<file path="src/rtl/hsmmi_pkg.sv">
`timescale 1ns / 1ps
// Shared types and constants for the max/min interleaving heap sorter.
// Depends on nothing; every other file of the block imports it.
package hsmmi_pkg;

    // Batch capacity and the widths that follow from it.
    localparam int CAPACITY = 64;
    localparam int DATA_W   = 32;
    localparam int ADDR_W   = $clog2(CAPACITY);
    localparam int CNT_W    = $clog2(CAPACITY + 1);
    // Child indices can reach 2*(CAPACITY-1)+2, so they need two bits more than an address.
    localparam int IDX_W    = ADDR_W + 2;

    // One input beat.
    typedef struct packed {
        logic signed [DATA_W-1:0] value;
        logic                     batch_end;
    } t_in_item;

    // One result beat.
    typedef struct packed {
        logic signed [DATA_W-1:0] value_res;
        logic                     final_res;
        logic                     overflow;
    } t_out_item;

    // Access to the element store: one write and one read port.
    typedef struct packed {
        logic              we;
        logic [ADDR_W-1:0] waddr;
        logic [DATA_W-1:0] wdata;
        logic [ADDR_W-1:0] raddr;
    } t_mem_req;

    // Result offered by the sequencer to the output register.
    typedef struct packed {
        logic      valid;
        t_out_item item;
    } t_emit;

    // Sequencer states.
    typedef enum logic [3:0] {
        S_LOAD,
        S_BUILD_NEXT,
        S_RD_X,
        S_LD_X,
        S_RD_L,
        S_RD_R,
        S_PICK,
        S_PLACE,
        S_SORT_NEXT,
        S_SORT_RD0,
        S_SORT_RDI,
        S_SORT_SWAP,
        S_EMIT_RD,
        S_EMIT_WAIT
    } t_state;

endpackage

</file>
<file path="src/rtl/hsmmi_store.sv">
`timescale 1ns / 1ps
// Element store: single-port-write, single-port-read memory with registered read data.
// Depends on hsmmi_pkg for widths and the request struct.
module hsmmi_store
    import hsmmi_pkg::*;
(
    input  logic              i_clk,
    input  t_mem_req          i_req,
    output logic [DATA_W-1:0] o_rdata
);

    logic [DATA_W-1:0] r_mem [CAPACITY];
    logic [DATA_W-1:0] r_rdata;

    // Write and registered read; a read sees writes of earlier cycles.
    always_ff @(posedge i_clk) begin
        if (i_req.we) begin
            r_mem[i_req.waddr] <= i_req.wdata;
        end
        r_rdata <= r_mem[i_req.raddr];
    end

    assign o_rdata = r_rdata;

endmodule

</file>
<file path="src/rtl/hsmmi_seq.sv">
`timescale 1ns / 1ps
// Sequencer of the heap sorter: batch loading, sift-down with one shared comparator,
// the sort passes and the interleaved read-out. Depends on hsmmi_pkg.
module hsmmi_seq
    import hsmmi_pkg::*;
(
    input  logic              i_clk,
    input  logic              i_rst_n,
    input  logic              i_in_valid,
    input  t_in_item          i_in_data,
    output logic              o_in_stall,
    output t_mem_req          o_req,
    input  logic [DATA_W-1:0] i_rdata,
    output t_emit             o_emit,
    input  logic              i_emit_take
);

    // Control state.
    t_state            r_state, n_state;
    logic [CNT_W-1:0]  r_count, n_count;
    logic              r_dropped, n_dropped;

    // Loop counters and sift registers.
    logic [CNT_W-1:0]  r_bi, n_bi;
    logic [CNT_W-1:0]  r_si, n_si;
    logic [CNT_W-1:0]  r_size, n_size;
    logic              r_sorting, n_sorting;
    logic [ADDR_W-1:0] r_root, n_root;
    logic [ADDR_W-1:0] r_ci, n_ci;
    logic [DATA_W-1:0] r_x, n_x;
    logic [DATA_W-1:0] r_lv, n_lv;
    logic [DATA_W-1:0] r_cv, n_cv;
    logic [DATA_W-1:0] r_top, n_top;
    logic [ADDR_W-1:0] r_lo, n_lo;
    logic [ADDR_W-1:0] r_hi, n_hi;
    logic              r_side, n_side;

    logic              w_accept;
    logic              w_room;
    logic [CNT_W-1:0]  w_count_acc;
    logic [CNT_W-1:0]  w_bi_m1;
    logic [CNT_W-1:0]  w_cnt_m1;
    logic [IDX_W-1:0]  w_l;
    logic [IDX_W-1:0]  w_r;
    logic [IDX_W-1:0]  w_size_x;
    logic              w_l_ok;
    logic              w_r_ok;
    logic [DATA_W-1:0] w_cmp_a;
    logic [DATA_W-1:0] w_cmp_b;
    logic              w_gt;
    logic              w_final;
    t_state            w_done_state;

    // Handshake and batch bookkeeping.
    assign o_in_stall  = (r_state != S_LOAD);
    assign w_accept    = i_in_valid && !o_in_stall;
    assign w_room      = (r_count < CNT_W'(CAPACITY));
    assign w_count_acc = r_count + CNT_W'(w_room);
    assign w_bi_m1     = r_bi - 1'b1;
    assign w_cnt_m1    = r_count - 1'b1;

    // Child indices of the current root and their bounds check.
    assign w_l      = {1'b0, r_root, 1'b1};
    assign w_r      = w_l + 1'b1;
    assign w_size_x = IDX_W'(r_size);
    assign w_l_ok   = (w_l < w_size_x);
    assign w_r_ok   = (w_r < w_size_x);

    // The one comparator: right child against left, then chosen child against the sifted value.
    always_comb begin
        if (r_state == S_PICK) begin
            w_cmp_a = i_rdata;
            w_cmp_b = r_lv;
        end else begin
            w_cmp_a = r_cv;
            w_cmp_b = r_x;
        end
    end
    assign w_gt = ($signed(w_cmp_a) > $signed(w_cmp_b));

    // Last result: the odd middle on the high side, or the low side meeting the high side.
    assign w_final = r_side ? ((ADDR_W + 1)'(r_lo) + 1'b1 == (ADDR_W + 1)'(r_hi))
                            : (r_lo == r_hi);

    assign w_done_state = r_sorting ? S_SORT_NEXT : S_BUILD_NEXT;

    // Next state.
    always_comb begin
        n_state = r_state;
        case (r_state)
            S_LOAD: begin
                if (w_accept && i_in_data.batch_end) begin
                    n_state = S_BUILD_NEXT;
                end
            end
            S_BUILD_NEXT: n_state = (r_bi == '0) ? S_SORT_NEXT : S_RD_X;
            S_RD_X:       n_state = S_LD_X;
            S_LD_X:       n_state = S_RD_L;
            S_RD_L:       n_state = w_l_ok ? S_RD_R : w_done_state;
            S_RD_R:       n_state = S_PICK;
            S_PICK:       n_state = S_PLACE;
            S_PLACE:      n_state = w_gt ? S_RD_L : w_done_state;
            S_SORT_NEXT:  n_state = (r_si == '0) ? S_EMIT_RD : S_SORT_RD0;
            S_SORT_RD0:   n_state = S_SORT_RDI;
            S_SORT_RDI:   n_state = S_SORT_SWAP;
            S_SORT_SWAP:  n_state = S_RD_L;
            S_EMIT_RD:    n_state = S_EMIT_WAIT;
            S_EMIT_WAIT: begin
                if (i_emit_take) begin
                    n_state = w_final ? S_LOAD : S_EMIT_RD;
                end
            end
            default:      n_state = S_LOAD;
        endcase
    end

    // Memory requests and the offered result.
    always_comb begin
        o_req.we    = 1'b0;
        o_req.waddr = r_root;
        o_req.wdata = r_x;
        o_req.raddr = '0;
        case (r_state)
            S_LOAD: begin
                o_req.we    = w_accept && w_room;
                o_req.waddr = r_count[ADDR_W-1:0];
                o_req.wdata = i_in_data.value;
            end
            S_RD_X: o_req.raddr = r_root;
            S_RD_L: begin
                // A leaf: the sifted value settles here.
                o_req.we    = !w_l_ok;
                o_req.raddr = w_l[ADDR_W-1:0];
            end
            S_RD_R: o_req.raddr = w_r[ADDR_W-1:0];
            S_PLACE: begin
                o_req.we    = 1'b1;
                o_req.wdata = w_gt ? r_cv : r_x;
            end
            S_SORT_RDI: o_req.raddr = r_si[ADDR_W-1:0];
            S_SORT_SWAP: begin
                o_req.we    = 1'b1;
                o_req.waddr = r_si[ADDR_W-1:0];
                o_req.wdata = r_top;
            end
            S_EMIT_RD, S_EMIT_WAIT: o_req.raddr = r_side ? r_lo : r_hi;
            default: o_req.raddr = '0;
        endcase
    end

    assign o_emit.valid          = (r_state == S_EMIT_WAIT);
    assign o_emit.item.value_res = i_rdata;
    assign o_emit.item.final_res = w_final;
    assign o_emit.item.overflow  = r_dropped;

    // Next values of the counters and data registers.
    always_comb begin
        n_count   = r_count;
        n_dropped = r_dropped;
        n_bi      = r_bi;
        n_si      = r_si;
        n_size    = r_size;
        n_sorting = r_sorting;
        n_root    = r_root;
        n_ci      = r_ci;
        n_x       = r_x;
        n_lv      = r_lv;
        n_cv      = r_cv;
        n_top     = r_top;
        n_lo      = r_lo;
        n_hi      = r_hi;
        n_side    = r_side;
        case (r_state)
            S_LOAD: begin
                if (w_accept) begin
                    n_count = w_count_acc;
                    if (!w_room) begin
                        n_dropped = 1'b1;
                    end
                    if (i_in_data.batch_end) begin
                        n_bi      = w_count_acc >> 1;
                        n_size    = w_count_acc;
                        n_sorting = 1'b0;
                    end
                end
            end
            S_BUILD_NEXT: begin
                if (r_bi == '0) begin
                    n_sorting = 1'b1;
                    n_si      = w_cnt_m1;
                end else begin
                    n_bi   = w_bi_m1;
                    n_root = w_bi_m1[ADDR_W-1:0];
                end
            end
            S_LD_X: n_x  = i_rdata;
            S_RD_R: n_lv = i_rdata;
            S_PICK: begin
                if (w_r_ok && w_gt) begin
                    n_cv = i_rdata;
                    n_ci = w_r[ADDR_W-1:0];
                end else begin
                    n_cv = r_lv;
                    n_ci = w_l[ADDR_W-1:0];
                end
            end
            S_PLACE: begin
                if (w_gt) begin
                    n_root = r_ci;
                end
            end
            S_SORT_NEXT: begin
                if (r_si == '0) begin
                    n_lo   = '0;
                    n_hi   = w_cnt_m1[ADDR_W-1:0];
                    n_side = 1'b0;
                end
            end
            S_SORT_RDI: n_top = i_rdata;
            S_SORT_SWAP: begin
                // The old last element becomes the value sifted down from the root.
                n_x    = i_rdata;
                n_root = '0;
                n_size = r_si;
                n_si   = r_si - 1'b1;
            end
            S_EMIT_WAIT: begin
                if (i_emit_take) begin
                    if (w_final) begin
                        n_count   = '0;
                        n_dropped = 1'b0;
                    end else if (!r_side) begin
                        n_side = 1'b1;
                    end else begin
                        n_side = 1'b0;
                        n_lo   = r_lo + 1'b1;
                        n_hi   = r_hi - 1'b1;
                    end
                end
            end
            default: n_count = r_count;
        endcase
    end

    // Control registers.
    always_ff @(posedge i_clk) begin
        if (!i_rst_n) begin
            r_state   <= S_LOAD;
            r_count   <= '0;
            r_dropped <= 1'b0;
        end else begin
            r_state   <= n_state;
            r_count   <= n_count;
            r_dropped <= n_dropped;
        end
    end

    // Datapath registers.
    always_ff @(posedge i_clk) begin
        r_bi      <= n_bi;
        r_si      <= n_si;
        r_size    <= n_size;
        r_sorting <= n_sorting;
        r_root    <= n_root;
        r_ci      <= n_ci;
        r_x       <= n_x;
        r_lv      <= n_lv;
        r_cv      <= n_cv;
        r_top     <= n_top;
        r_lo      <= n_lo;
        r_hi      <= n_hi;
        r_side    <= n_side;
    end

`ifndef SYNTHESIS
    a_count_cap: assert property (@(posedge i_clk) disable iff (!i_rst_n)
        r_count <= CNT_W'(CAPACITY))
        else $error("element count beyond capacity");

    a_root_in_heap: assert property (@(posedge i_clk) disable iff (!i_rst_n)
        (r_state == S_RD_L) |-> (CNT_W'(r_root) < r_size))
        else $error("sift root outside the heap");

    a_emit_order: assert property (@(posedge i_clk) disable iff (!i_rst_n)
        (r_state == S_EMIT_WAIT) |-> (r_lo <= r_hi))
        else $error("read-out pointers crossed");

    a_final_clears: assert property (@(posedge i_clk) disable iff (!i_rst_n)
        (i_emit_take && w_final) |=> (r_state == S_LOAD && r_count == '0 && !r_dropped))
        else $error("batch not cleared after its last result");
`endif

endmodule

</file>
<file path="src/rtl/heap_sort_max_min_interleave.sv">
`timescale 1ns / 1ps
// Top level of the max/min interleaving heap sorter: sequencer, element store and
// the output register. Depends on hsmmi_pkg, hsmmi_store and hsmmi_seq.
//
// The block takes one element beat per cycle until a beat with batch_end set, storing up to
// CAPACITY elements and dropping the rest. From the closing beat on, the input is stalled while
// the batch of n elements is heap-sorted in place: every level of a sift-down takes the states
// S_RD_L, S_RD_R, S_PICK and S_PLACE on the single read port of the element store, after the
// set-up states of its sift. The results then leave one beat at a time, each read from the store
// and held until the output register takes it: largest, smallest, second largest and so on, with
// the last beat marked and overflow set on every beat of a batch that lost elements. The input
// opens again as soon as the last result has entered the output register.
module heap_sort_max_min_interleave
    import hsmmi_pkg::*;
(
    input  logic      i_clk,
    input  logic      i_rst_n,
    input  logic      i_in_valid,
    input  t_in_item  i_in_data,
    output logic      o_in_stall,
    output logic      o_out_valid,
    input  logic      i_out_stall,
    output t_out_item o_out_data
);

    t_mem_req          w_req;
    logic [DATA_W-1:0] w_rdata;
    t_emit             w_emit;
    logic              w_take;
    logic              r_ovalid;
    t_out_item         r_odata;

    hsmmi_seq u_seq (
        .i_clk       (i_clk),
        .i_rst_n     (i_rst_n),
        .i_in_valid  (i_in_valid),
        .i_in_data   (i_in_data),
        .o_in_stall  (o_in_stall),
        .o_req       (w_req),
        .i_rdata     (w_rdata),
        .o_emit      (w_emit),
        .i_emit_take (w_take)
    );

    hsmmi_store u_store (
        .i_clk   (i_clk),
        .i_req   (w_req),
        .o_rdata (w_rdata)
    );

    // A result moves into the output register when it is empty or its beat leaves.
    assign w_take = w_emit.valid && (!r_ovalid || !i_out_stall);

    always_ff @(posedge i_clk) begin
        if (!i_rst_n) begin
            r_ovalid <= 1'b0;
        end else if (w_take) begin
            r_ovalid <= 1'b1;
        end else if (!i_out_stall) begin
            r_ovalid <= 1'b0;
        end
    end

    always_ff @(posedge i_clk) begin
        if (w_take) begin
            r_odata <= w_emit.item;
        end
    end

    assign o_out_valid = r_ovalid;
    assign o_out_data  = r_odata;

endmodule
</file>
<file path="config.mk">
export PLATFORM = sky130hd
export DESIGN_NAME = heap_sort_max_min_interleave
export DESIGN_NICKNAME = d
export VERILOG_FILES = /design/src/rtl/hsmmi_pkg.sv /design/src/rtl/hsmmi_store.sv /design/src/rtl/hsmmi_seq.sv /design/src/rtl/heap_sort_max_min_interleave.sv
export SDC_FILE = /design/constraint.sdc
export NUM_CORES = 2
export LEC_CHECK = 0
export BUFFER_PORTS_ARGS = -buffer_cell sky130_fd_sc_hd__buf_2
export CAP_MARGIN = 10
export CELL_PAD_IN_SITES_DETAIL_PLACEMENT = 0
export CELL_PAD_IN_SITES_GLOBAL_PLACEMENT = 1
export CORE_ASPECT_RATIO = 0.5
export CORE_MARGIN = 4
export CORE_UTILIZATION = 42
export CTS_BUF_LIST = sky130_fd_sc_hd__clkbuf_4 sky130_fd_sc_hd__clkbuf_8 sky130_fd_sc_hd__clkbuf_16
export DETAILED_ROUTE_END_ITERATION = 7
export GPL_TIMING_DRIVEN = 1
export PLACE_DENSITY = 0.74
export SLEW_MARGIN = 20
export SYNTH_ARGS = -nofsm -noshare
export SYNTH_HDL_FRONTEND = slang
export SYNTH_SLANG_ARGS = --single-unit
</file>
<file path="constraint.sdc">
create_clock -name i_clk -period 8.76 [get_ports i_clk]
set_input_delay 0.438 -clock i_clk [delete_from_list [all_inputs] [get_ports i_clk]]
set_output_delay 0.438 -clock i_clk [all_outputs]
set_load 0.03 [all_outputs]
</file>
## Word-level counts from Yosys, hierarchy flattened

Memories as Yosys holds them, arrays and structs flattened. A register that Yosys moved wholly into a read port is not among the register bits.
Index checks and enable logic that the tools add are counted.

- Bits in writable memories: 2048
- Output and inout port bits: 36
- Word-level logic and storage cells: 159
- Input port bits: 37
- Flip-flop bits (word level): 222
- Memories: 1

- Reductions and logical operators: 33
- Multiplexer cells: 64
- Equal/unequal tests: 28
- Add/subtract/negate cells: 8
- $lt $le $gt $ge: 4

Memories:

| memory | words | bits a word | read ports | clocked after memory_dff | wr ports | RTL line | RTL |
|---|---|---|---|---|---|---|---|
| u_store.r_mem | 64 | 32 | 1 | 1 | 1 | hsmmi_store.sv:12 | `logic [DATA_W-1:0] r_mem [CAPACITY];` |

Operators with widths:

| kind | number |
|---|---|
| 32-bit two-way mux | 4 |
| 32-bit one-hot mux with 3 select lines | 1 |
| 6-bit two-way mux | 12 |
| 7-bit two-way mux | 9 |
| 7-bit one-hot mux with 2 select lines | 4 |
| 4-bit one-hot mux with 13 select lines | 1 |
| 6-bit one-hot mux with 2 select lines | 3 |
| 32-bit > comparator | 1 |
| 6-bit one-hot mux with 5 select lines | 1 |
| 4-bit two-way mux | 7 |
| 4-bit == test (second input constant) | 6 |
| 7-bit by 1-bit subtractor with 7-bit output (second input constant) | 3 |
| 2-bit by 1-bit inequality test with 1-bit output (second input constant) | 9 |
| 6-bit one-hot mux with 3 select lines | 1 |
| 4-bit by 3-bit == test with 1-bit output (second input constant) | 4 |
| 1-bit two-way mux | 16 |
| 4-bit AND reduction | 4 |
| 7-bit logical NOT | 2 |
| 5-bit AND reduction | 2 |
| 2-bit nonzero test | 5 |
| 7-bit by 1-bit adder with 8-bit output (second input constant) | 1 |
| 4-bit by 2-bit == test with 1-bit output (second input constant) | 2 |
| 8-bit by 7-bit < comparator with 1-bit output | 1 |
| 2-bit inequality test (second input constant) | 4 |
| other kinds (21) | 34 |

## Depth between registers and ports, before layout

- Depth in word-level cells: 7
- Depth in mapped cells: 18
- Gate-level depth less buffers: 12

## Modules after synthesis

Synthesis repeated with hierarchy kept, for this count alone.

- Cells, all modules: 4332
- Area, all modules: 90618.2 um^2

Modules (own cells, without submodules):

| module | sequential area each (um^2) | area an instance (um^2) | times used | cells an instance |
|---|---|---|---|---|
| hsmmi_store | 62139.6 | 78515.3 | 1 | 3324 |
| hsmmi_seq | 5495.3 | 11043.1 | 1 | 970 |
| heap_sort_max_min_interleave | 1041.0 | 1059.8 | 1 | 38 |

## Worst setup path after synthesis

No wires, ideal clock.

- Path kind: reg2reg
- Start: register u_seq.r_state[1]
- End: memory u_store.r_mem[0][15], data pin
- Data required time: 8.172 ns
- Library setup time: 0.588 ns
- Arrival: 6.665 ns
- Clock period less this slack: 7.253 ns
- Buffers on the path: 4
- Setup slack: 1.507 ns
- Cell stages (with the launch flop): 16
- Path through: dfxtp_1 buf_4 clkbuf_1 and3_1 clkbuf_1 clkbuf_1 mux2i_1 ha_1 a21o_1 a21o_1 a21oi_1 o221a_2 and4bb_2 a2111o_1 and2_1 a31oi_1

RTL lines:

| item | RTL line | RTL |
|---|---|---|
| start, declared | hsmmi_seq.sv:19 | `t_state r_state, n_state;` |
| start signal, assigned | hsmmi_seq.sv:252 | `r_state <= n_state;` |
| end, declared | hsmmi_store.sv:12 |  |

==> flow_summary.yaml <==
status:
  status: "finished clean"
setup_path:
  cp_cell_sequence: "nor2b_1 > and3_4 > buf_12 > mux2_2 > ha_1 > a21o_1 > a21o_1 > a21oi_1 > o221a_2 > nor2b_1 > a2111o_1 > buf_4 > o21ai_0 > o21ai_4 > buf_4"
  max_stage_delay_ns: 0.88
  r2r-start: "u_seq.r_state[2]$_SDFFE_PN0P_"
  cp_data_arrival_time_ns: 7.43
  startpoint_type: "flip-flop"
  cp-end-kind: "flip-flop"
  cp.required_ns: 9.39
  startpoint: "u_seq.r_state[2]$_SDFFE_PN0P_"
  path_class: "flip-flop to flip-flop"
  slowest_stage: "dfxtp_1"
  worstPathMaxFanout: 55
  crit_buf_inv: 3
  cpLargestDelayFamily: "compound AO/OA/AOI/OAI gates"
logic_synthesis:
  yosys.area.top_type: "edfxtp_1"
  syn-num-nets: 6682
  netlist_area_mm2: 0.0941
  syn_avg_cell_area_um2: 14.3
  yosysSeqAreaShare: 0.730
  ys_warn_count: 0
  yosys.area.top_type_share: 0.720
  synth_most_common_cell: "edfxtp_1"
  ys_types: 80
  synth-edff-count: 2257
  yosys_most_used_dff: "edfxtp_1"
  netlist_instances: 6592
  async_flop_share: 0
  synth_area_leaders: "edfxtp_1 72%, nand2_1 5.3%, mux2i_1 4.6%"
  synth_seq_cells: 2302
  synthTopCellsByCount: "2257 x edfxtp_1, 1328 x nand2_1, 544 x nand3_1"
sta:
  skew_ns: 0.0295
  setup_slack_ns: 1.96
  max_clock_freq_ghz: 0.147
  fin_crit_ns: 6.80
  drv_slew: 0
  rsz0062_at_grt: "no"
  setup_tns_ns: 0
  fin_crit_sh: 0.776
  maxSlewHeadroom: 0.173
  hold_viol_final: 0
  final-setup-viol-count: 0
  worst_pin_slew_ns: 1.24
clocking:
  cts.htree.levels: 4
  cts.sinks: 2302
  cts_hold_buf: 2
  cts_setup_buffers: 0
  path_clk_slew_ns: 0.08
  cts_resized: 0
  clkLatencyLatePin_ns: 0.85
  tritoncts: "yes"
  clockRootBuffer: "clkbuf_16"
  clockBufferDepth: 3
  numCtsBuffers: 206
global_routing:
  grt_busiest_layer: "met2"
  grt_max_degree: 150
  antenna_found_initial: 30
  track_usage: 0.239
  gr-usage-met1: 0.351
  grt_remaining_overflow: 0
  grt_pass1_wl_um: 403000
  grt_pass1_vias: 54800
  gr-usage-met3: 0.0605
  met2_usage: 0.356
cells_and_area:
  num-nets-final: 6700
  fillCellCount: 18900
  drive_above_1_share: 0.118
  syn2layout_area_growth_pct: 12.5
die:
  die_w_um: 677
  die_h_um: 343
  rows: 122
  dieArea_mm2: 0.232
  core-area_mm2: 0.222
  start_util: 0.424
  io_pins: 73
power_and_ir_drop:
  power.density_cell_area_mw_per_mm2: 275
  p_leak_nw: 36.7
  ir_drop_uv: 225
route:
  antenna_left: 0
  vias: 59500
  wl_per_cell_um: 29.2
  viasPerCell: 6.08
  dr.pass1.iters: 5
  drtIter0Drc: 8307
  drt-total-wl_um: 285000
  drc: 0
place:
  dp_hpwl_um: 153000
  gp_congestion: 0.864
  port_buffers: 72
  pre_cts_slack_ns: 1.99
run:
  maxCapViolCount: 0
min_path:
  min_from: "i_in_data[0]"
  hold_path_class: "input pin to flip-flop"
[worst register-to-register path: stages (launching register included)]
cell and delay (ns):
dfxtp_1 0.88, nor2b_1 0.33, and3_4 0.69, buf_12 0.39, mux2_2 0.38, ha_1 0.29, a21o_1 0.18, a21o_1 0.17
a21oi_1 0.16, o221a_2 0.22, nor2b_1 0.40, a2111o_1 0.66, buf_4 0.35, o21ai_0 0.17, o21ai_4 0.84, buf_4 0.48
[worst paths after layout]
path / cells past startpoint / to / slack (ns)
max reg2reg: 15 / u_store.r_mem[57][10]$_DFFE_PP_ / 1.96
min reg2reg: 0 / o_out_data[0]$_DFFE_PP_ / 0.47
min: 2 / u_seq.r_sorting$_DFFE_PP_ / 0.07
max: 15 / u_store.r_mem[57][10]$_DFFE_PP_ / 1.96
[metal layers]
layer	routed length (µm)	up-vias	part of all wire
met3	33800	417	0.12
li1	-	25400	-
met5	93	-	0.00033
met4	5970	14	0.021
met1	120000	30100	0.42
met2	125000	3483	0.44
[state kept, by name (all words and copies together), names as in the netlist, 4 cells and up]
signal / count
o_out_data: 34
u_seq.r_bi: 7
u_seq.r_ci: 6
u_seq.r_count: 7
u_seq.r_cv: 32
u_seq.r_hi: 6
u_seq.r_lo: 6
u_seq.r_lv: 32
u_seq.r_root: 6
u_seq.r_si: 7
u_seq.r_size: 7
u_seq.r_state: 4
u_seq.r_top: 32
u_seq.r_x: 32
u_store.o_rdata: 32
u_store.r_mem: 2048
[report_power, final]
| part | switching, W | internal [W] | leakage (nW) |
|---|---|---|---|
| Combinational | 0.00426 | 0.00155 | 12.6 |
| Sequential | 0.000375 | 0.0138 | 20.7 |
| Clock | 0.00401 | 0.00508 | 3.42 |
| Total | 0.00865 | 0.0204 | 36.7 |
[placed cells by master (no fill, tap or decap), types with 11 or more instances in the layout]
master and count:
ha_1 53, a32oi_1 125, nor2_4 72, clkinv_2 34, mux2i_1 435, bufinv_16 11
mux2_1 28, o21a_1 37, nand2_1 1326, mux2_2 39, a311oi_1 129, a21oi_1 35
clkbuf_16 211, a22oi_1 37, buf_2 72, xnor2_1 23, diode_2 13, nand3_1 544
xor2_1 24, clkbuf_8 18, dfxtp_1 45, o22ai_1 122, inv_1 24, o21ai_4 30
nand4_1 21, a211oi_1 168, clkbuf_4 58, or4_1 32, nor2_1 63, nor2b_1 13
buf_12 25, a21o_1 14, o31a_1 129, nor3_1 16, edfxtp_1 2257, buf_4 176
a31oi_1 130, clkinv_1 39, o21ai_0 47
[cells by family (layout without fill, tap and decap cells)]
logic type,Yosys count,after routing,synth area share
buffers and inverters,496,690,0.0241
xor gates and xnor gates,47,47,0.00437
DFF,2302,2302,0.730
and+or+nand+nor,2143,2143,0.0976
muxes,502,502,0.0543
other,0,13,0
adders and majority gates,53,53,0.00705
AOI/OAI and AO/OA,1049,1049,0.0830
[cell type report]
class	count	area, µm²	share of cell area
diodes	13	32.5	0.000307
clock buffers	287	5960	0.0563
clock inverters	97	821	0.00775
inverters	24	90.1	0.000851
multi-input cells	3794	24200	0.228
flip-flops and latches	2302	68700	0.649
well taps	2976	3720	0.0352
repair buffers	282	2380	0.0225
[through the flow]
step           hold WS [ns]  utilization  std cells  total power [W]  area, µm²
2_1_floorplan         0.402            -       6592           0.0176      94100
3_3_place_gp          0.473        0.445       9366           0.0199      98800
3_5_place_dp          0.477        0.445       9368           0.0200      98800
4_1_cts              0.0193        0.476       9754           0.0290     106000
5_1_grt              0.0538        0.477       9762           0.0300     106000
6_report             0.0684        0.477       9775           0.0291     106000
(Power assumes the default switching activity.)
